File: src/hw/rtl/image_header_tag_scanner_macros.svh
// ----------------------------------------------------------------------------
// image header tag scanner assertion macros
// Concurrent check helpers clocked on clk and held off during rst_n.
// ----------------------------------------------------------------------------
`ifndef IMAGE_HEADER_TAG_SCANNER_MACROS_SVH
`define IMAGE_HEADER_TAG_SCANNER_MACROS_SVH

`ifndef SYNTHESIS

// same-cycle implication
`define IHTS_ASSERT_NOW(label, ante, cons) \
  label: assert property (@(posedge clk) disable iff (!rst_n) (ante) |-> (cons)) \
    else $error("ihts check failed");

// next-cycle implication
`define IHTS_ASSERT_NEXT(label, ante, cons) \
  label: assert property (@(posedge clk) disable iff (!rst_n) (ante) |=> (cons)) \
    else $error("ihts check failed");

`else

`define IHTS_ASSERT_NOW(label, ante, cons)
`define IHTS_ASSERT_NEXT(label, ante, cons)

`endif

`endif

File: src/hw/rtl/ihts_pkg.sv
// ----------------------------------------------------------------------------
// ihts_pkg
// Shared widths, tag values, stage and kind codes and the result type.
// ----------------------------------------------------------------------------
`default_nettype none

package ihts_pkg;

  localparam int OFFSET_BITS_DEF = 24;
  localparam int BYTE_W          = 8;
  localparam int WORD_W          = 16;
  localparam int OFF_W           = 24;
  localparam int KIND_W          = 2;
  localparam int DIM_STAGE_W     = 3;
  localparam int HDR_STAGE_W     = 2;
  localparam int CFG_ADDR_W      = 3;
  localparam int CFG_DATA_W      = 32;

  // tag words
  localparam logic [WORD_W-1:0] TAG_GROUP    = 16'd40;
  localparam logic [WORD_W-1:0] TAG_ROWS     = 16'd16;
  localparam logic [WORD_W-1:0] TAG_COLS     = 16'd17;
  localparam logic [WORD_W-1:0] TAG_PIXGROUP = 16'd32736;
  localparam logic [WORD_W-1:0] TAG_PIXDATA  = 16'd16;

  localparam logic [OFF_W-1:0] OFF_MAX = {OFF_W{1'b1}};

  // result kinds
  typedef logic [KIND_W-1:0] kind_t;
  localparam kind_t KIND_ROWS   = 2'd0;
  localparam kind_t KIND_COLS   = 2'd1;
  localparam kind_t KIND_HEADER = 2'd2;

  // row / column matcher stages
  localparam logic [DIM_STAGE_W-1:0] DIM_SEARCH = 3'd0;
  localparam logic [DIM_STAGE_W-1:0] DIM_WORD1  = 3'd1;
  localparam logic [DIM_STAGE_W-1:0] DIM_WORD2  = 3'd2;
  localparam logic [DIM_STAGE_W-1:0] DIM_WORD3  = 3'd3;
  localparam logic [DIM_STAGE_W-1:0] DIM_DONE   = 3'd4;

  // header matcher stages
  localparam logic [HDR_STAGE_W-1:0] HDR_SEARCH = 2'd0;
  localparam logic [HDR_STAGE_W-1:0] HDR_WORD1  = 2'd1;
  localparam logic [HDR_STAGE_W-1:0] HDR_WORD2  = 2'd2;
  localparam logic [HDR_STAGE_W-1:0] HDR_DONE   = 2'd3;

  // configuration register index
  localparam logic [0:0] REG_SWAP_BYTES = 1'b0;

  typedef struct packed {
    logic                     valid;
    kind_t                    kind;
    logic signed [WORD_W-1:0] word_value;
    logic [OFF_W-1:0]         byte_offset;
  } res_t;

endpackage

`default_nettype wire

File: src/hw/rtl/ihts_in_if.sv
// ----------------------------------------------------------------------------
// ihts_in_if
// Byte stream channel: valid/ready with the data byte and restart flag.
// ----------------------------------------------------------------------------
`default_nettype none

interface ihts_in_if;
  import ihts_pkg::*;

  logic              valid;
  logic              ready;
  logic [BYTE_W-1:0] data_byte;
  logic              restart;

  modport source (output valid, output data_byte, output restart, input ready);
  modport sink   (input valid, input data_byte, input restart, output ready);
endinterface

`default_nettype wire

File: src/hw/rtl/ihts_out_if.sv
// ----------------------------------------------------------------------------
// ihts_out_if
// Result channel: valid/ready with kind, word value and byte offset.
// ----------------------------------------------------------------------------
`default_nettype none

interface ihts_out_if;
  import ihts_pkg::*;

  logic                     valid;
  logic                     ready;
  kind_t                    kind;
  logic signed [WORD_W-1:0] word_value;
  logic [OFF_W-1:0]         byte_offset;

  modport source (output valid, output kind, output word_value, output byte_offset,
                  input ready);
  modport sink   (input valid, input kind, input word_value, input byte_offset,
                  output ready);
endinterface

`default_nettype wire

File: src/hw/rtl/ihts_apb_regs.sv
// ----------------------------------------------------------------------------
// ihts_apb_regs
// APB-style register file holding the byte order control.
// ----------------------------------------------------------------------------
`default_nettype none

module ihts_apb_regs (
  input  wire logic                           clk,
  input  wire logic                           rst_n,
  input  wire logic                           psel,
  input  wire logic                           penable,
  input  wire logic                           pwrite,
  input  wire logic [ihts_pkg::CFG_ADDR_W-1:0] paddr,
  input  wire logic [ihts_pkg::CFG_DATA_W-1:0] pwdata,
  output logic      [ihts_pkg::CFG_DATA_W-1:0] prdata,
  output logic                                pready,
  output logic                                swap_bytes
);
  import ihts_pkg::*;

  logic swap_r;
  logic swap_nxt;
  logic sel_swap;

  // word address decode, one register
  assign sel_swap = (paddr[CFG_ADDR_W-1] == REG_SWAP_BYTES);

  // write on the access phase of a transfer
  always_comb begin
    swap_nxt = swap_r;
    if (psel && penable && pwrite && sel_swap) begin
      swap_nxt = pwdata[0];
    end
  end

  always_ff @(posedge clk) begin
    if (!rst_n) begin
      swap_r <= 1'b1;
    end else begin
      swap_r <= swap_nxt;
    end
  end

  // read back
  assign prdata     = sel_swap ? {{(CFG_DATA_W-1){1'b0}}, swap_r} : '0;
  assign pready     = 1'b1;
  assign swap_bytes = swap_r;

endmodule

`default_nettype wire

File: src/hw/rtl/ihts_scan_core.sv
// ----------------------------------------------------------------------------
// ihts_scan_core
// Input register, word assembly, byte counter and the three tag matchers.
// ----------------------------------------------------------------------------
`default_nettype none
`include "image_header_tag_scanner_macros.svh"

module ihts_scan_core #(
  parameter int OFFSET_BITS = ihts_pkg::OFFSET_BITS_DEF
) (
  input  wire logic                        clk,
  input  wire logic                        rst_n,
  input  wire logic                        in_valid,
  output logic                             in_ready,
  input  wire logic [ihts_pkg::BYTE_W-1:0] in_data_byte,
  input  wire logic                        in_restart,
  input  wire logic                        swap_bytes,
  input  wire logic                        res_ready,
  output ihts_pkg::res_t                   res
);
  import ihts_pkg::*;

  localparam logic [OFFSET_BITS-1:0] COUNT_MAX = {OFFSET_BITS{1'b1}};

  typedef struct packed {
    logic [DIM_STAGE_W-1:0] stage;
    logic                   report;
  } dim_step_t;

  typedef struct packed {
    logic [HDR_STAGE_W-1:0] stage;
    logic                   report;
  } hdr_step_t;

  // row / column matcher step
  function automatic dim_step_t dim_step(input logic [DIM_STAGE_W-1:0] stage,
                                         input logic hit);
    dim_step_t s;
    s.stage  = stage;
    s.report = 1'b0;
    unique case (stage)
      DIM_SEARCH: s.stage = hit ? DIM_WORD1 : DIM_SEARCH;
      DIM_WORD1:  s.stage = DIM_WORD2;
      DIM_WORD2:  s.stage = DIM_WORD3;
      DIM_WORD3: begin
        s.stage  = DIM_DONE;
        s.report = 1'b1;
      end
      default:    s.stage = stage;
    endcase
    return s;
  endfunction

  // header matcher step
  function automatic hdr_step_t hdr_step(input logic [HDR_STAGE_W-1:0] stage,
                                         input logic hit);
    hdr_step_t s;
    s.stage  = stage;
    s.report = 1'b0;
    unique case (stage)
      HDR_SEARCH: s.stage = hit ? HDR_WORD1 : HDR_SEARCH;
      HDR_WORD1:  s.stage = HDR_WORD2;
      HDR_WORD2: begin
        s.stage  = HDR_DONE;
        s.report = 1'b1;
      end
      default:    s.stage = stage;
    endcase
    return s;
  endfunction

  // input register
  logic              s1_valid_r, s1_valid_nxt;
  logic [BYTE_W-1:0] s1_byte_r;
  logic              s1_restart_r;
  logic              advance;

  // scan state
  logic [OFFSET_BITS-1:0] count_r, count_nxt;
  logic [BYTE_W-1:0]      held_r, held_nxt;
  logic                   phase_r, phase_nxt;
  logic [WORD_W-1:0]      prev_r, prev_nxt;
  logic                   prev_valid_r, prev_valid_nxt;
  logic [DIM_STAGE_W-1:0] rows_r, rows_nxt;
  logic [DIM_STAGE_W-1:0] cols_r, cols_nxt;
  logic [HDR_STAGE_W-1:0] hdr_r, hdr_nxt;

  // state as seen by the item after an optional restart
  logic [OFFSET_BITS-1:0] cur_count;
  logic [BYTE_W-1:0]      cur_held;
  logic                   cur_phase;
  logic [WORD_W-1:0]      cur_prev;
  logic                   cur_prev_valid;
  logic [DIM_STAGE_W-1:0] cur_rows;
  logic [DIM_STAGE_W-1:0] cur_cols;
  logic [HDR_STAGE_W-1:0] cur_hdr;

  logic [OFFSET_BITS-1:0] count_inc;
  logic [WORD_W-1:0]      word;
  logic                   grp_hit, pix_hit;
  dim_step_t              rows_s, cols_s;
  hdr_step_t              hdr_s;
  logic [31:0]            count_ext;
  logic [OFF_W-1:0]       off_sat;

  // the held item moves on when the result buffer can take a result
  assign advance      = s1_valid_r && res_ready;
  assign in_ready     = !s1_valid_r || res_ready;
  assign s1_valid_nxt = in_valid ? 1'b1 : (advance ? 1'b0 : s1_valid_r);

  always_ff @(posedge clk) begin
    if (!rst_n) begin
      s1_valid_r <= 1'b0;
    end else begin
      s1_valid_r <= s1_valid_nxt;
    end
  end

  always_ff @(posedge clk) begin
    if (in_valid && in_ready) begin
      s1_byte_r    <= in_data_byte;
      s1_restart_r <= in_restart;
    end
  end

  // restart clears the scan state before the byte is used
  always_comb begin
    cur_count      = s1_restart_r ? '0 : count_r;
    cur_held       = s1_restart_r ? '0 : held_r;
    cur_phase      = s1_restart_r ? 1'b0 : phase_r;
    cur_prev       = s1_restart_r ? '0 : prev_r;
    cur_prev_valid = s1_restart_r ? 1'b0 : prev_valid_r;
    cur_rows       = s1_restart_r ? DIM_SEARCH : rows_r;
    cur_cols       = s1_restart_r ? DIM_SEARCH : cols_r;
    cur_hdr        = s1_restart_r ? HDR_SEARCH : hdr_r;
  end

  // saturating byte counter
  assign count_inc = (cur_count == COUNT_MAX) ? cur_count : cur_count + 1'b1;

  // word assembly
  assign word = swap_bytes ? {s1_byte_r, cur_held} : {cur_held, s1_byte_r};

  // tag pair compares
  assign grp_hit = cur_prev_valid && (cur_prev == TAG_GROUP);
  assign pix_hit = cur_prev_valid && (cur_prev == TAG_PIXGROUP) && (word == TAG_PIXDATA);

  always_comb begin
    rows_s = dim_step(cur_rows, grp_hit && (word == TAG_ROWS));
    cols_s = dim_step(cur_cols, grp_hit && (word == TAG_COLS));
    hdr_s  = hdr_step(cur_hdr, pix_hit);
  end

  // header length limited to the field width
  assign count_ext = 32'(count_inc);
  assign off_sat   = (count_ext > 32'(OFF_MAX)) ? OFF_MAX : count_ext[OFF_W-1:0];

  // next state and result
  always_comb begin
    count_nxt      = count_r;
    held_nxt       = held_r;
    phase_nxt      = phase_r;
    prev_nxt       = prev_r;
    prev_valid_nxt = prev_valid_r;
    rows_nxt       = rows_r;
    cols_nxt       = cols_r;
    hdr_nxt        = hdr_r;
    res            = '0;
    if (advance) begin
      count_nxt = count_inc;
      if (!cur_phase) begin
        held_nxt       = s1_byte_r;
        phase_nxt      = 1'b1;
        prev_nxt       = cur_prev;
        prev_valid_nxt = cur_prev_valid;
        rows_nxt       = cur_rows;
        cols_nxt       = cur_cols;
        hdr_nxt        = cur_hdr;
      end else begin
        held_nxt       = cur_held;
        phase_nxt      = 1'b0;
        prev_nxt       = word;
        prev_valid_nxt = 1'b1;
        rows_nxt       = rows_s.stage;
        cols_nxt       = cols_s.stage;
        hdr_nxt        = hdr_s.stage;
        // rows over columns over header
        priority if (rows_s.report) begin
          res.valid      = 1'b1;
          res.kind       = KIND_ROWS;
          res.word_value = signed'(word);
        end else if (cols_s.report) begin
          res.valid      = 1'b1;
          res.kind       = KIND_COLS;
          res.word_value = signed'(word);
        end else if (hdr_s.report) begin
          res.valid       = 1'b1;
          res.kind        = KIND_HEADER;
          res.byte_offset = off_sat;
        end
      end
    end
  end

  always_ff @(posedge clk) begin
    if (!rst_n) begin
      count_r      <= '0;
      held_r       <= '0;
      phase_r      <= 1'b0;
      prev_r       <= '0;
      prev_valid_r <= 1'b0;
      rows_r       <= DIM_SEARCH;
      cols_r       <= DIM_SEARCH;
      hdr_r        <= HDR_SEARCH;
    end else begin
      count_r      <= count_nxt;
      held_r       <= held_nxt;
      phase_r      <= phase_nxt;
      prev_r       <= prev_nxt;
      prev_valid_r <= prev_valid_nxt;
      rows_r       <= rows_nxt;
      cols_r       <= cols_nxt;
      hdr_r        <= hdr_nxt;
    end
  end

  // results only come from the second byte of a word
  `IHTS_ASSERT_NOW(a_res_on_word, res.valid, advance && cur_phase)
  // a finished row matcher stays finished until a restart goes through
  `IHTS_ASSERT_NEXT(a_rows_done_holds, (rows_r == DIM_DONE) && !(advance && s1_restart_r),
                    rows_r == DIM_DONE)
  // a finished header matcher stays finished until a restart goes through
  `IHTS_ASSERT_NEXT(a_hdr_done_holds, (hdr_r == HDR_DONE) && !(advance && s1_restart_r),
                    hdr_r == HDR_DONE)
  // the byte counter never falls without a restart
  `IHTS_ASSERT_NEXT(a_count_no_fall, !(advance && s1_restart_r), count_r >= $past(count_r))

endmodule

`default_nettype wire

File: src/hw/rtl/ihts_out_buf.sv
// ----------------------------------------------------------------------------
// ihts_out_buf
// Result register between the scan core and the result channel.
// ----------------------------------------------------------------------------
`default_nettype none

module ihts_out_buf (
  input  wire logic                            clk,
  input  wire logic                            rst_n,
  input  ihts_pkg::res_t                       res,
  output logic                                 res_ready,
  output logic                                 out_valid,
  input  wire logic                            out_ready,
  output ihts_pkg::kind_t                      out_kind,
  output logic signed [ihts_pkg::WORD_W-1:0]   out_word_value,
  output logic        [ihts_pkg::OFF_W-1:0]    out_byte_offset
);
  import ihts_pkg::*;

  logic valid_r, valid_nxt;
  res_t data_r;

  // free when empty or being drained this cycle
  assign res_ready = !valid_r || out_ready;

  always_comb begin
    valid_nxt = valid_r;
    if (res.valid) begin
      valid_nxt = 1'b1;
    end else if (out_ready) begin
      valid_nxt = 1'b0;
    end
  end

  always_ff @(posedge clk) begin
    if (!rst_n) begin
      valid_r <= 1'b0;
    end else begin
      valid_r <= valid_nxt;
    end
  end

  always_ff @(posedge clk) begin
    if (res.valid) begin
      data_r <= res;
    end
  end

  assign out_valid       = valid_r;
  assign out_kind        = data_r.kind;
  assign out_word_value  = data_r.word_value;
  assign out_byte_offset = data_r.byte_offset;

endmodule

`default_nettype wire

File: src/hw/rtl/image_header_tag_scanner.sv
// ----------------------------------------------------------------------------
// image_header_tag_scanner
// Scans an image file byte stream for the row, column and header length tags.
//
//   channel  | dir | handshake        | payload
//   ---------+-----+------------------+------------------------------------
//   in_if    | in  | valid / ready    | data_byte[7:0], restart
//   out_if   | out | valid / ready    | kind[1:0], word_value[15:0] signed,
//            |     |                  | byte_offset[23:0]
//   cfg_*    | in  | APB write/read   | reg 0 swap_bytes at byte address 0
//
// One byte per cycle sustained while out_if.ready holds; a result passes
// the input register, then the result register, before out_if offers it.
// Word assembly, tag compare and counter increment all sit in the one
// combinational path between those two registers.
// Synchronous active-low reset; swap_bytes resets to 1, scan state to zero.
// A full result register that is not drained holds the byte in the input
// register, and in_if.ready drops until out_if.ready returns.
// ----------------------------------------------------------------------------
`default_nettype none

module image_header_tag_scanner #(
  parameter int OFFSET_BITS = ihts_pkg::OFFSET_BITS_DEF
) (
  input  wire logic                            clk,
  input  wire logic                            rst_n,
  ihts_in_if.sink                              in_if,
  ihts_out_if.source                           out_if,
  input  wire logic                            cfg_psel,
  input  wire logic                            cfg_penable,
  input  wire logic                            cfg_pwrite,
  input  wire logic [ihts_pkg::CFG_ADDR_W-1:0] cfg_paddr,
  input  wire logic [ihts_pkg::CFG_DATA_W-1:0] cfg_pwdata,
  output logic      [ihts_pkg::CFG_DATA_W-1:0] cfg_prdata,
  output logic                                 cfg_pready
);
  import ihts_pkg::*;

  logic swap_bytes;
  logic res_ready;
  res_t res;

  // configuration registers
  ihts_apb_regs u_regs (
    .clk        (clk),
    .rst_n      (rst_n),
    .psel       (cfg_psel),
    .penable    (cfg_penable),
    .pwrite     (cfg_pwrite),
    .paddr      (cfg_paddr),
    .pwdata     (cfg_pwdata),
    .prdata     (cfg_prdata),
    .pready     (cfg_pready),
    .swap_bytes (swap_bytes)
  );

  // input register and matchers
  ihts_scan_core #(
    .OFFSET_BITS (OFFSET_BITS)
  ) u_core (
    .clk          (clk),
    .rst_n        (rst_n),
    .in_valid     (in_if.valid),
    .in_ready     (in_if.ready),
    .in_data_byte (in_if.data_byte),
    .in_restart   (in_if.restart),
    .swap_bytes   (swap_bytes),
    .res_ready    (res_ready),
    .res          (res)
  );

  // result register
  ihts_out_buf u_out (
    .clk             (clk),
    .rst_n           (rst_n),
    .res             (res),
    .res_ready       (res_ready),
    .out_valid       (out_if.valid),
    .out_ready       (out_if.ready),
    .out_kind        (out_if.kind),
    .out_word_value  (out_if.word_value),
    .out_byte_offset (out_if.byte_offset)
  );

endmodule

`default_nettype wire
File: src/flat_wrapper.sv
// flat-port wrapper written by rule: the top's interface ports become plain ports
module image_header_tag_scanner_flat import ihts_pkg::*;
#(
  parameter int OFFSET_BITS = ihts_pkg::OFFSET_BITS_DEF
)
  (clk, rst_n, cfg_psel, cfg_penable, cfg_pwrite, cfg_paddr, cfg_pwdata, cfg_prdata, cfg_pready, in_if_valid, in_if_data_byte, in_if_restart, in_if_ready, out_if_valid, out_if_kind, out_if_word_value, out_if_byte_offset, out_if_ready);
  ihts_in_if in_if_i ();
  ihts_out_if out_if_i ();
  input  wire logic clk;
  input  wire logic rst_n;
  input  wire logic cfg_psel;
  input  wire logic cfg_penable;
  input  wire logic cfg_pwrite;
  input  wire logic [ihts_pkg::CFG_ADDR_W-1:0] cfg_paddr;
  input  wire logic [ihts_pkg::CFG_DATA_W-1:0] cfg_pwdata;
  output logic      [ihts_pkg::CFG_DATA_W-1:0] cfg_prdata;
  output logic cfg_pready;
  input wire logic [$bits(in_if_i.valid)-1:0] in_if_valid;
  input wire logic [$bits(in_if_i.data_byte)-1:0] in_if_data_byte;
  input wire logic [$bits(in_if_i.restart)-1:0] in_if_restart;
  output wire logic [$bits(in_if_i.ready)-1:0] in_if_ready;
  output wire logic [$bits(out_if_i.valid)-1:0] out_if_valid;
  output wire logic [$bits(out_if_i.kind)-1:0] out_if_kind;
  output wire logic [$bits(out_if_i.word_value)-1:0] out_if_word_value;
  output wire logic [$bits(out_if_i.byte_offset)-1:0] out_if_byte_offset;
  input wire logic [$bits(out_if_i.ready)-1:0] out_if_ready;
  assign in_if_i.valid = in_if_valid;
  assign in_if_i.data_byte = in_if_data_byte;
  assign in_if_i.restart = in_if_restart;
  assign in_if_ready = in_if_i.ready;
  assign out_if_valid = out_if_i.valid;
  assign out_if_kind = out_if_i.kind;
  assign out_if_word_value = out_if_i.word_value;
  assign out_if_byte_offset = out_if_i.byte_offset;
  assign out_if_i.ready = out_if_ready;
  image_header_tag_scanner #(.OFFSET_BITS(OFFSET_BITS)) u_core (.clk(clk), .rst_n(rst_n), .in_if(in_if_i), .out_if(out_if_i), .cfg_psel(cfg_psel), .cfg_penable(cfg_penable), .cfg_pwrite(cfg_pwrite), .cfg_paddr(cfg_paddr), .cfg_pwdata(cfg_pwdata), .cfg_prdata(cfg_prdata), .cfg_pready(cfg_pready));
endmodule
File: config.mk
export PLATFORM = sky130hd
export DESIGN_NAME = image_header_tag_scanner_flat
export DESIGN_NICKNAME = d
export VERILOG_FILES = /design/src/hw/rtl/ihts_pkg.sv /design/src/hw/rtl/ihts_in_if.sv /design/src/hw/rtl/ihts_out_if.sv /design/src/hw/rtl/ihts_apb_regs.sv /design/src/hw/rtl/ihts_scan_core.sv /design/src/hw/rtl/ihts_out_buf.sv /design/src/hw/rtl/image_header_tag_scanner.sv /design/src/flat_wrapper.sv
export VERILOG_INCLUDE_DIRS = /design/src /design/src/hw/rtl
export SDC_FILE = /design/constraint.sdc
export NUM_CORES = 1
export LEC_CHECK = 0
export ABC_AREA = 1
export BUFFER_PORTS_ARGS = -buffer_cell sky130_fd_sc_hd__buf_2
export CORE_ASPECT_RATIO = 1.2
export CORE_MARGIN = 2
export CORE_UTILIZATION = 40
export DETAILED_ROUTE_END_ITERATION = 10
export GPL_ROUTABILITY_DRIVEN = 0
export PLACE_DENSITY = 0.73
export SYNTH_ARGS = -nofsm -noshare
export SYNTH_HDL_FRONTEND = slang
export SYNTH_SLANG_ARGS = --single-unit
File: constraint.sdc
create_clock -name clk -period 3.5 [get_ports clk]
set_clock_uncertainty 0.1 [all_clocks]
set_input_delay 0.175 -clock clk [delete_from_list [all_inputs] [get_ports clk]]
set_output_delay 0.175 -clock clk [all_outputs]
set_load 0.01 [all_outputs]
==> flow_summary_export.csv, run 1 <==
group,metric,value,unit
synth,yosysTopAreaCell,"edfxtp_1",
clock_tree,clkLatencyLatePin,0.36,ns
global_routing,grt_pass1_wl,21200,um
synth,synth.distinct_cells,37,
route,firstDrtPassIters,5,
global_routing,grt.total_usage,17.1,%
clock_tree,cts_tree,"done",
power,ir_worst_vdd,0.320,mV
timing,fin_hold_ws,0.0153,ns
synth,yosys.cell_count.top_type,"nand2_1",
power,swShare,25.3,%
synth,synth-seq-cells,112,
final_layout,final_cells,978,
synth,yosysSeqAreaShare,46.9,%
die,die_w,115,um
global_routing,grt_max_degree,51,
power,intPower,2.04,mW
clock_tree,cts_buffers,9,
worst_setup_path,end_kind,"register",
power,clockPowerShare,39.4,%
synth,async_flop_share,0,%
synth,synth.avg_cell_area,7.94,um2
worst_setup_path,cpMostUsedCell,"inv_1",
clock_tree,post_cts_buffers,0,
clock_tree,cts_resized,0,
global_routing,grt_pass1_vias,4537,
power,seqPwrFrac,52.3,%
power,fin_total_pwr,2.73,mW
route,via_count,4822,
timing,rsz0062_at_grt,"no",
synth,synth_common_cells,"nand2_1 (150), nor2_1 (93), inv_1 (81)",
power,comb_power_share,8.3,%
worst_setup_path,crit_slowest_cell,"edfxtp_1",
timing,layout_min_cycle_time,2.75,ns
global_routing,antenna_found_initial,0,
die,boundaryPins,128,
placed_design,dp_slack,0.773,ns
final_layout,finalNetCount,850,
timing,slew_headroom,29.6,%
clock_tree,clock_path_buffers,2,
placed_design,hpwl,9100,um
power,p_sw,0.690,mW
die,die-area,0.0157,mm2
die,core,0.0144,mm2
synth,synth_top_area_share,26.1,%
route,drc_errors,0,
final_layout,multi_input_area,0.00248,mm2
timing,setup_viol,0,
final_layout,fillers,1430,
power,p_leak,2.75,nW
die,die_h,137,um
route,wire_per_inst,13.1,um
route,drtIter0Drc,357,
global_routing,globalRoute.totalOverflow,0,
worst_setup_path,path_class,"register to register",
worst_setup_path,ff2ff_path_depth,13,
synth,netlist_instances,739,
synth,yosys_warnings,0,
clock_tree,root_buffer,"clkbuf_16",
synth,synth-edff-count,51,
placed_design,place.port_buffers,62,
timing,setup_ws,0.750,ns
route,viasPerCell,4.93,
hold_path,hp-start,"cfg_paddr[2]",
hold_path,hold_depth,4,
worst_setup_path,crit_arrival,2.76,ns
run,cap_violations,0,
clock_tree,ctsHoldBuffers,11,
worst_setup_path,path_max_fanout,33,
final_layout,regArea,0.00275,mm2
final_layout,diodes,0,
die,start_util,40.9,%
clock_tree,cts.sinks,112,
final_layout,layout-drive-gt1-share,14.4,%
route,wl,12800,um
synth,synth_area,0.00587,mm2
worst_setup_path,cp_cell_sequence,"inv_2, nand2_1, inv_1, ha_1, nand4_1, inv_1, nand2_2, nor2_4, nand2_4, inv_4, o21ai_0, o21ai_1, nor2_1",
status,outcome,"complete, no violations",
hold_path,hold_class,"input port to register",
timing,hold_viol,0,
timing,finalCritPeriodShare,78.6,%
synth,synthTopCellsByArea,"edfxtp_1 (26%), dfxtp_1 (21%), nand2_1 (9.6%), nor2_1 (5.9%), inv_1 (5.2%)",
worst_setup_path,critPathLaunchType,"register",
worst_setup_path,critPathLaunch,"u_core.u_core.s1_restart_r$_DFFE_PP_",
worst_setup_path,r2r_start,"u_core.u_core.s1_restart_r$_DFFE_PP_",
die,row_count,48,
timing,final_max_slew_viol_count,0,
timing,timing.fmax,364,MHz
worst_setup_path,worstPathRequired,3.51,ns
clock_tree,clk_pin_slew,0.08,ns
route,final_antenna_net_count,0,
timing,worst_pin_slew,1.05,ns
worst_setup_path,worst_path_largest_cell_delay,0.41,ns
timing,setup_tns,0,ns
synth,ys_dominant_reg_cell,"dfxtp_1",
placed_design,dpl.cell_count,951,
clock_tree,htreeDepth,3,
final_layout,area_growth,12.1,%
power,power_density,414,mW/mm2
[placed cells by master (no fill, tap or decap), types with 9 or more instances in the layout]
master / Yosys / final
o21ai_0: 19 / 19
nor2_1: 93 / 93
o211ai_1: 15 / 15
nand3_1: 59 / 59
xor2_1: 13 / 13
inv_1: 81 / 81
a211oi_1: 9 / 9
buf_2: 11 / 62
a21oi_1: 48 / 48
clkbuf_16: 0 / 9
nand2_1: 150 / 149
nor3_1: 10 / 10
dlygate4sd3_1: 0 / 11
conb_1: 2 / 32
dfxtp_1: 61 / 61
nand4_1: 14 / 14
edfxtp_1: 51 / 51
[worst max-delay path, delay by kind of cell, from the launching register on]
kind	cells	cell delay [ns]
adder cells (fa/ha/maj)	1	0.24
AND/OR/NAND/NOR	6	0.84
buffers and inverters	4	0.70
flip-flops	1	0.41
AO/OA/AOI/OAI	2	0.21
[sequential cells by signal, indices dropped and copies added (netlist names)]
signal                        cells
u_core.u_out.out_word_value      16
u_core.u_core.prev_valid_r        1
u_core.u_core.phase_r             1
u_core.u_core.s1_valid_r          1
u_core.u_core.rows_r              3
u_core.u_core.s1_restart_r        1
u_core.u_out.out_kind             2
u_core.u_out.out_valid            1
u_core.u_core.held_r              8
u_core.u_regs.swap_bytes          1
u_core.u_core.hdr_r               2
u_core.u_out.out_byte_offset     24
u_core.u_core.s1_byte_r           8
u_core.u_core.cols_r              3
u_core.u_core.prev_r             16
u_core.u_core.count_r            24
[power by group through the flow]
stage / sequential, mW / combinational, mW / clock, mW
after floorplan: 1.45 / 0.204 / 0
after global placement: 1.45 / 0.212 / 0
after detailed placement: 1.45 / 0.216 / 0
after CTS: 1.42 / 0.227 / 1.10
after global routing: 1.43 / 0.260 / 1.14
final: 1.42 / 0.227 / 1.07
[logic make-up (layout without fill, tap and decap cells)]
logic type                 Yosys count  count (layout)  synth area share, %
AOI/OAI and AO/OA                   99              99                 9.68
adders and majority gates            1               1                0.213
xor gates and xnor gates            21              21                 3.13
other                                2              32                0.128
DFF                                112             112                 46.9
buffers and inverters              151             185                 12.7
and+or+nand+nor                    353             353                 27.2
[layer usage]
metal / vias up / global-route usage (%) / part of all wire, %
met3: 22 / 3.28 / 3.8
li1: 2462 / - / -
met1: 2223 / 20.1 / 41
met4: 0 / 7.25 / 2.3
met2: 115 / 30.1 / 52
met5: - / 0 / 0
[per-stage QoR]
step                instance area (um2)  utilization (%)
global route                       6580             45.9
floorplan                          5980                -
global placement                   6170             43.0
finish                             6580             45.9
CTS                                6580             45.9
detailed placement                 6170             43.0
[final timing paths]
| path | endpoint | slack (ns) |
|---|---|---|
| setup / recovery | u_core.u_out.out_byte_offset[1]$_SDFFCE_PP0P_ | 0.75 |
| hold / removal | u_core.u_regs.swap_bytes$_SDFFE_PN1P_ | 0.02 |
| setup reg to reg | u_core.u_out.out_byte_offset[1]$_SDFFCE_PP0P_ | 0.75 |
| hold reg to reg | u_core.u_core.held_r[5]$_SDFFE_PN0P_ | 0.36 |
[layout make-up]
cell class                 instances  share of cell area, %
clock buffer                      10                   3.48
clock inverter                     6                   1.14
inverter                          89                   5.11
multi-input combinational        506                   37.7
sequential                       112                   41.8
tap                              175                   3.33
timing repair buffer              80                   7.38
(Power assumes the default switching activity.)
==> run 2, diff against run 1 <==
--- a/config.mk
+++ b/config.mk
@@ -13,7 +13,7 @@
 export CORE_UTILIZATION = 40
 export DETAILED_ROUTE_END_ITERATION = 10
 export GPL_ROUTABILITY_DRIVEN = 0
-export PLACE_DENSITY = 0.73
+export PLACE_DENSITY = 0.75
 export SYNTH_ARGS = -nofsm -noshare
 export SYNTH_HDL_FRONTEND = slang
 export SYNTH_SLANG_ARGS = --single-unit
==> constraint.sdc (replaced) <==
create_clock -name clk -period 2.2 [get_ports clk]
set_clock_uncertainty 0.1 [all_clocks]
set_input_delay 0.11 -clock clk [delete_from_list [all_inputs] [get_ports clk]]
set_output_delay 0.11 -clock clk [all_outputs]
set_load 0.01 [all_outputs]
==> flow_summary_export.csv, run 2 (synthesis results as in run 1) <==
group,metric,value,unit
power,p_leak,2.90,nW
timing,finalCritPeriodShare,96.4,%
timing,setup_tns,0,ns
die,start_util,40.9,%
placed_design,place_area,0.00635,mm2
final_layout,area_growth,18.8,%
final_layout,final_cell_area,0.00697,mm2
clock_tree,clkLatencyLatePin,0.36,ns
worst_setup_path,critPathLaunchType,"register",
global_routing,grt.total_usage,16.6,%
clock_tree,clk_pin_slew,0.07,ns
route,wire_per_inst,12.8,um
timing,timing.fmax,471,MHz
die,die_w,115,um
clock_tree,cts_tree,"done",
timing,rsz0062_at_grt,"yes",
final_layout,finalNetCount,880,
timing,layout_min_cycle_time,2.12,ns
timing,hold_viol,0,
final_layout,diodes,0,
worst_setup_path,worstPathRequired,2.21,ns
worst_setup_path,end_kind,"register",
power,power_density,608,mW/mm2
placed_design,hpwl,9430,um
route,final_antenna_net_count,0,
worst_setup_path,worst_path_largest_cell_delay,0.46,ns
worst_setup_path,crit_arrival,2.13,ns
route,drc_errors,0,
route,viasPerCell,4.88,
clock_tree,cts.sinks,112,
hold_path,hold_class,"input port to register",
final_layout,layout_common_cells,"nand2_1 (144), nor2_1 (84), inv_1 (79), buf_2 (62), dfxtp_1 (61)",
worst_setup_path,cp_cell_sequence,"buf_12, nor2_8, ha_4, nand4_1, buf_4, nor2_2, nand2_1, xor2_2, a21oi_1",
global_routing,antenna_found_initial,0,
route,drtIter0Drc,357,
route,firstDrtPassIters,5,
timing,worst_pin_slew,0.782,ns
status,outcome,"complete, no violations",
route,wl,12900,um
placed_design,place.port_buffers,62,
global_routing,grt_max_degree,34,
die,row_count,48,
timing,setup_viol,0,
timing,slew_headroom,47.6,%
global_routing,grt_pass1_vias,4428,
worst_setup_path,crit_slowest_cell,"edfxtp_1",
global_routing,globalRoute.totalOverflow,0,
clock_tree,cts_buffers,9,
power,ir_worst_vdd,0.465,mV
worst_setup_path,path_max_fanout,6,
timing,final_max_slew_viol_count,0,
die,core,0.0144,mm2
final_layout,final_common_cell,"nand2_1",
clock_tree,htreeDepth,3,
die,boundaryPins,128,
final_layout,layout-drive-gt1-share,20.8,%
clock_tree,clock_path_buffers,2,
run,cap_violations,0,
worst_setup_path,path_class,"register to register",
die,die_h,137,um
global_routing,grt_pass1_wl,20500,um
clock_tree,root_buffer,"clkbuf_16",
die,die-area,0.0157,mm2
route,via_count,4922,
==> run 2: final cells by class <==
| type | count | area, um2 |
|---|---|---|
| clock buffers | 9 | 225 |
| clock inverters | 7 | 56.3 |
| fillers | 1386 | 7380 |
| inverters | 89 | 338 |
| multi-input cells | 506 | 2630 |
| flip-flops and latches | 112 | 2750 |
| well taps | 175 | 219 |
| repair buffers | 110 | 749 |
==> run 2: path summary, 6_finish.rpt <==
path                                         from                                              to  slack, ns  cells after the start
max          u_core.u_core.s1_restart_r$_DFFE_PP_  u_core.u_out.out_byte_offset[22]$_SDFFCE_PP0P_       0.08                      9
min                                         rst_n            u_core.u_core.cols_r[0]$_SDFFE_PN0P_       0.18                      4
max reg2reg  u_core.u_core.s1_restart_r$_DFFE_PP_  u_core.u_out.out_byte_offset[22]$_SDFFCE_PP0P_       0.08                      9
min reg2reg  u_core.u_core.held_r[3]$_SDFFE_PN0P_            u_core.u_core.held_r[3]$_SDFFE_PN0P_       0.36                      2
==> run 2: what timing repair did <==
item,in CTS,in global routing
setup endpoints to repair,1,83
buffers inserted,0,7
hold buffers,15,0
gates resized for setup,1,32
pin swaps,0,5
hold endpoints to repair,12,0
==> run 2: stage by stage <==
| step | std cells | total power [mW] | utilization, % | hold slack, ns | setup WS, ns |
|---|---|---|---|---|---|
| final | 1008 | 4.24 | 48.6 | 0.183 | 0.0782 |
| after global routing | 1008 | 4.39 | 48.6 | 0.194 | -0.0642 |
| after CTS | 1001 | 4.26 | 47.3 | 0.167 | 0.00113 |
| after detailed placement | 970 | 2.67 | 44.3 | 0.188 | -0.00587 |
| after global placement | 970 | 2.67 | 44.3 | 0.186 | 0.0339 |
| after floorplan | 769 | 2.62 | - | 0.109 | 0.0164 |
==> run 2: power by group <==
| group | internal (mW) | switching [mW] |
|---|---|---|
| Sequential | 2.22 | 0.0464 |
| Clock | 0.779 | 0.795 |
| Combinational | 0.139 | 0.259 |
==> run 2: critical path: cells and delay by family, from the launching register on <==
kind	cells	cell delay [ns]
and+or+nand+nor	4	0.53
DFF	1	0.46
AOI/OAI and AO/OA	1	0.08
adders and majority gates	1	0.14
buffers and inverters	2	0.37
xor gates and xnor gates	1	0.18
==> run 2: layer usage <==
layer	vias to the layer above	wire length [um]	global-route usage, %
li1	2535	-	-
met1	2222	5320	18.7
met2	140	6770	30.4
met3	25	524	2.97
met4	0	306	7.32
met5	-	0	0
==> run 3, diff against run 2 <==
--- a/config.mk
+++ b/config.mk
@@ -9,11 +9,11 @@
 export ABC_AREA = 1
 export BUFFER_PORTS_ARGS = -buffer_cell sky130_fd_sc_hd__buf_2
 export CORE_ASPECT_RATIO = 1.2
-export CORE_MARGIN = 2
-export CORE_UTILIZATION = 40
+export CORE_MARGIN = 8
+export CORE_UTILIZATION = 50
 export DETAILED_ROUTE_END_ITERATION = 10
 export GPL_ROUTABILITY_DRIVEN = 0
-export PLACE_DENSITY = 0.75
+export PLACE_DENSITY = 0.88
 export SYNTH_ARGS = -nofsm -noshare
 export SYNTH_HDL_FRONTEND = slang
 export SYNTH_SLANG_ARGS = --single-unit
==> flow_summary_export.csv, run 3 (synthesis results as in run 1) <==
group,metric,value,unit
timing,setup_viol,1,
worst_setup_path,crit_arrival,2.20,ns
worst_setup_path,crit_cells,9,
timing,timing.fmax,454,MHz
die,core,0.0115,mm2
route,final_antenna_net_count,0,
final_layout,diodes,0,
worst_setup_path,critPathLaunchType,"register",
worst_setup_path,reg2reg_slack,-0.003,ns
worst_setup_path,path_class,"register to register",
worst_setup_path,worstPathRequired,2.20,ns
clock_tree,clkLatencyLatePin,0.36,ns
clock_tree,clock_path_buffers,2,
final_layout,regArea,0.00275,mm2
power,fin_total_pwr,4.29,mW
hold_path,hold_class,"input port to register",
global_routing,grt_pass1_wl,22400,um
die,die_w,115,um
die,row_count,43,
die,die_h,135,um
hold_path,hp-start,"rst_n",
placed_design,place_area,0.00635,mm2
global_routing,grt_max_degree,34,
final_layout,final_cell_area,0.00709,mm2
power,p_leak,2.98,nW
worst_setup_path,r2r_start,"u_core.u_core.s1_restart_r$_DFFE_PP_",
hold_path,hold_depth,3,
placed_design,dpl.cell_count,956,
status,violations,"negative setup slack",
die,boundaryPins,128,
clock_tree,root_buffer,"clkbuf_16",
clock_tree,htreeDepth,3,
global_routing,antenna_found_initial,0,
worst_setup_path,cp_cell_sequence,"inv_2, buf_12, nand2_1, nor2_1, nand2_1, nor2_1, nand4_1, xnor2_2, a21oi_1",
timing,layout_min_cycle_time,2.20,ns
final_layout,final_common_cell,"nand2_1",
timing,worst_pin_slew,0.539,ns
clock_tree,cts_buffers,9,
die,die-area,0.0155,mm2
final_layout,layout-drive-gt1-share,22.8,%
worst_setup_path,crit_slowest_cell,"edfxtp_1",
timing,setup_ws,-0.00326,ns
worst_setup_path,cp.buffers_inverters,2,
worst_setup_path,end_kind,"register",
power,ir_worst_vdd,0.436,mV
final_layout,area_growth,20.8,%
route,wl,15000,um
placed_design,hpwl,9960,um
timing,hold_viol,0,
global_routing,grt.total_usage,18.0,%
route,drc_errors,0,
clock_tree,cts.sinks,112,
timing,finalCritPeriodShare,100,%
die,start_util,51.0,%
global_routing,globalRoute.totalOverflow,0,
run,cap_violations,0,
final_layout,finalNetCount,885,
power,power_density,605,mW/mm2
worst_setup_path,path_max_fanout,18,
route,wire_per_inst,15.1,um
clock_tree,cts_tree,"done",
clock_tree,clk_pin_slew,0.08,ns
placed_design,dp_slack,-0.0131,ns
worst_setup_path,path_delay_family,"simple AND/OR/NAND/NOR gates",
status,outcome,"complete, but fails checks",
worst_setup_path,worst_path_largest_cell_delay,0.44,ns
final_layout,fillers,965,
route,via_count,5211,
global_routing,grt_pass1_vias,4810,
route,firstDrtPassIters,5,
hold_path,holdPathEnd,"u_core.u_core.s1_valid_r$_SDFFE_PN0P_",
worst_setup_path,reg2reg_to,"u_core.u_out.out_byte_offset[20]$_SDFFCE_PP0P_",
route,drtIter0Drc,360,
worst_setup_path,ff2ff_path_depth,9,
placed_design,place.port_buffers,62,
route,viasPerCell,5.24,
final_layout,final_cells,995,
timing,final_max_slew_viol_count,0,
final_layout,multi_input_area,0.00270,mm2
final_layout,layout_common_cells,"nand2_1 (143), nor2_1 (80), inv_1 (79), buf_2 (62), dfxtp_1 (61)",
timing,rsz0062_at_grt,"yes",
timing,slew_headroom,64.0,%
run 3: changes by cell type in the layout (fill, tap and decap cells not counted), sizes merged:
cell,change
dlygate4sd3,-1
clkinvlp,-2
inv,+4
clkbuf,+1
clkinv,-2
buf,+5
run 3: area by class of cell:
cell class,count,area share (%)
repair buffers,115,11.5
well taps,157,2.77
clock inverters,7,0.865
clock buffers,9,3.18
inverters,89,4.78
flip-flops and latches,112,38.8
multi-input cells,506,38.1
run 3: how the worst max path moves through the flow:
stage / startpoint / to
after floorplan: u_core.u_core.s1_restart_r$_DFFE_PP_ / u_core.u_out.out_byte_offset[1]$_SDFFCE_PP0P_
after global placement: u_core.u_core.s1_restart_r$_DFFE_PP_ / u_core.u_out.out_byte_offset[22]$_SDFFCE_PP0P_
after detailed placement: u_core.u_core.s1_restart_r$_DFFE_PP_ / u_core.u_core.count_r[14]$_SDFFE_PN0P_
after CTS: u_core.u_core.s1_restart_r$_DFFE_PP_ / u_core.u_out.out_byte_offset[18]$_SDFFCE_PP0P_
after global routing: u_core.u_core.s1_restart_r$_DFFE_PP_ / u_core.u_core.count_r[16]$_SDFFE_PN0P_
final: u_core.u_core.s1_restart_r$_DFFE_PP_ / u_core.u_out.out_byte_offset[20]$_SDFFCE_PP0P_
run 3: per-stage QoR:
step / setup TNS [ns] / hold WS (ns) / util [%]
3_3_place_gp: 0 / 0.186 / 55.1
2_1_floorplan: 0 / 0.109 / -
4_1_cts: 0 / 0.167 / 59.0
6_report: -0.00326 / 0.185 / 61.6
5_1_grt: -1.79 / 0.212 / 61.6
3_5_place_dp: -0.219 / 0.188 / 55.1
run 3: worst register-to-register path, cell delays in order, from the launching register on:
cell and delay, ns:
edfxtp_1 0.44, inv_2 0.14, buf_12 0.17, nand2_1 0.12, nor2_1 0.24, nand2_1 0.12
nor2_1 0.17, nand4_1 0.16, xnor2_2 0.21, a21oi_1 0.09
run 3: timing repair:
item                                    in CTS  in global routing
endpoints found under the hold margin       12                  0
endpoints found under the setup margin      35                 82
setup buffers                                1                  7
gates resized for setup                      2                 56
pin swaps                                    0                 10
cloned                                       0                  1
hold buffers                                14                  0
run 3: metal layers:
layer  routed length, um  vias to the layer above  global-route usage [%]
li1                    -                     2538                       -
met1                5360                     2382                    19.0
met2                7740                      222                    32.1
met3                1080                       69                    4.02
met4                 844                        0                    10.5
met5                   0                        -                       0
run 3: power by group:
group | switching, mW | internal [mW]
registers | 0.0483 | 2.22
logic | 0.277 | 0.148
clock network | 0.802 | 0.792
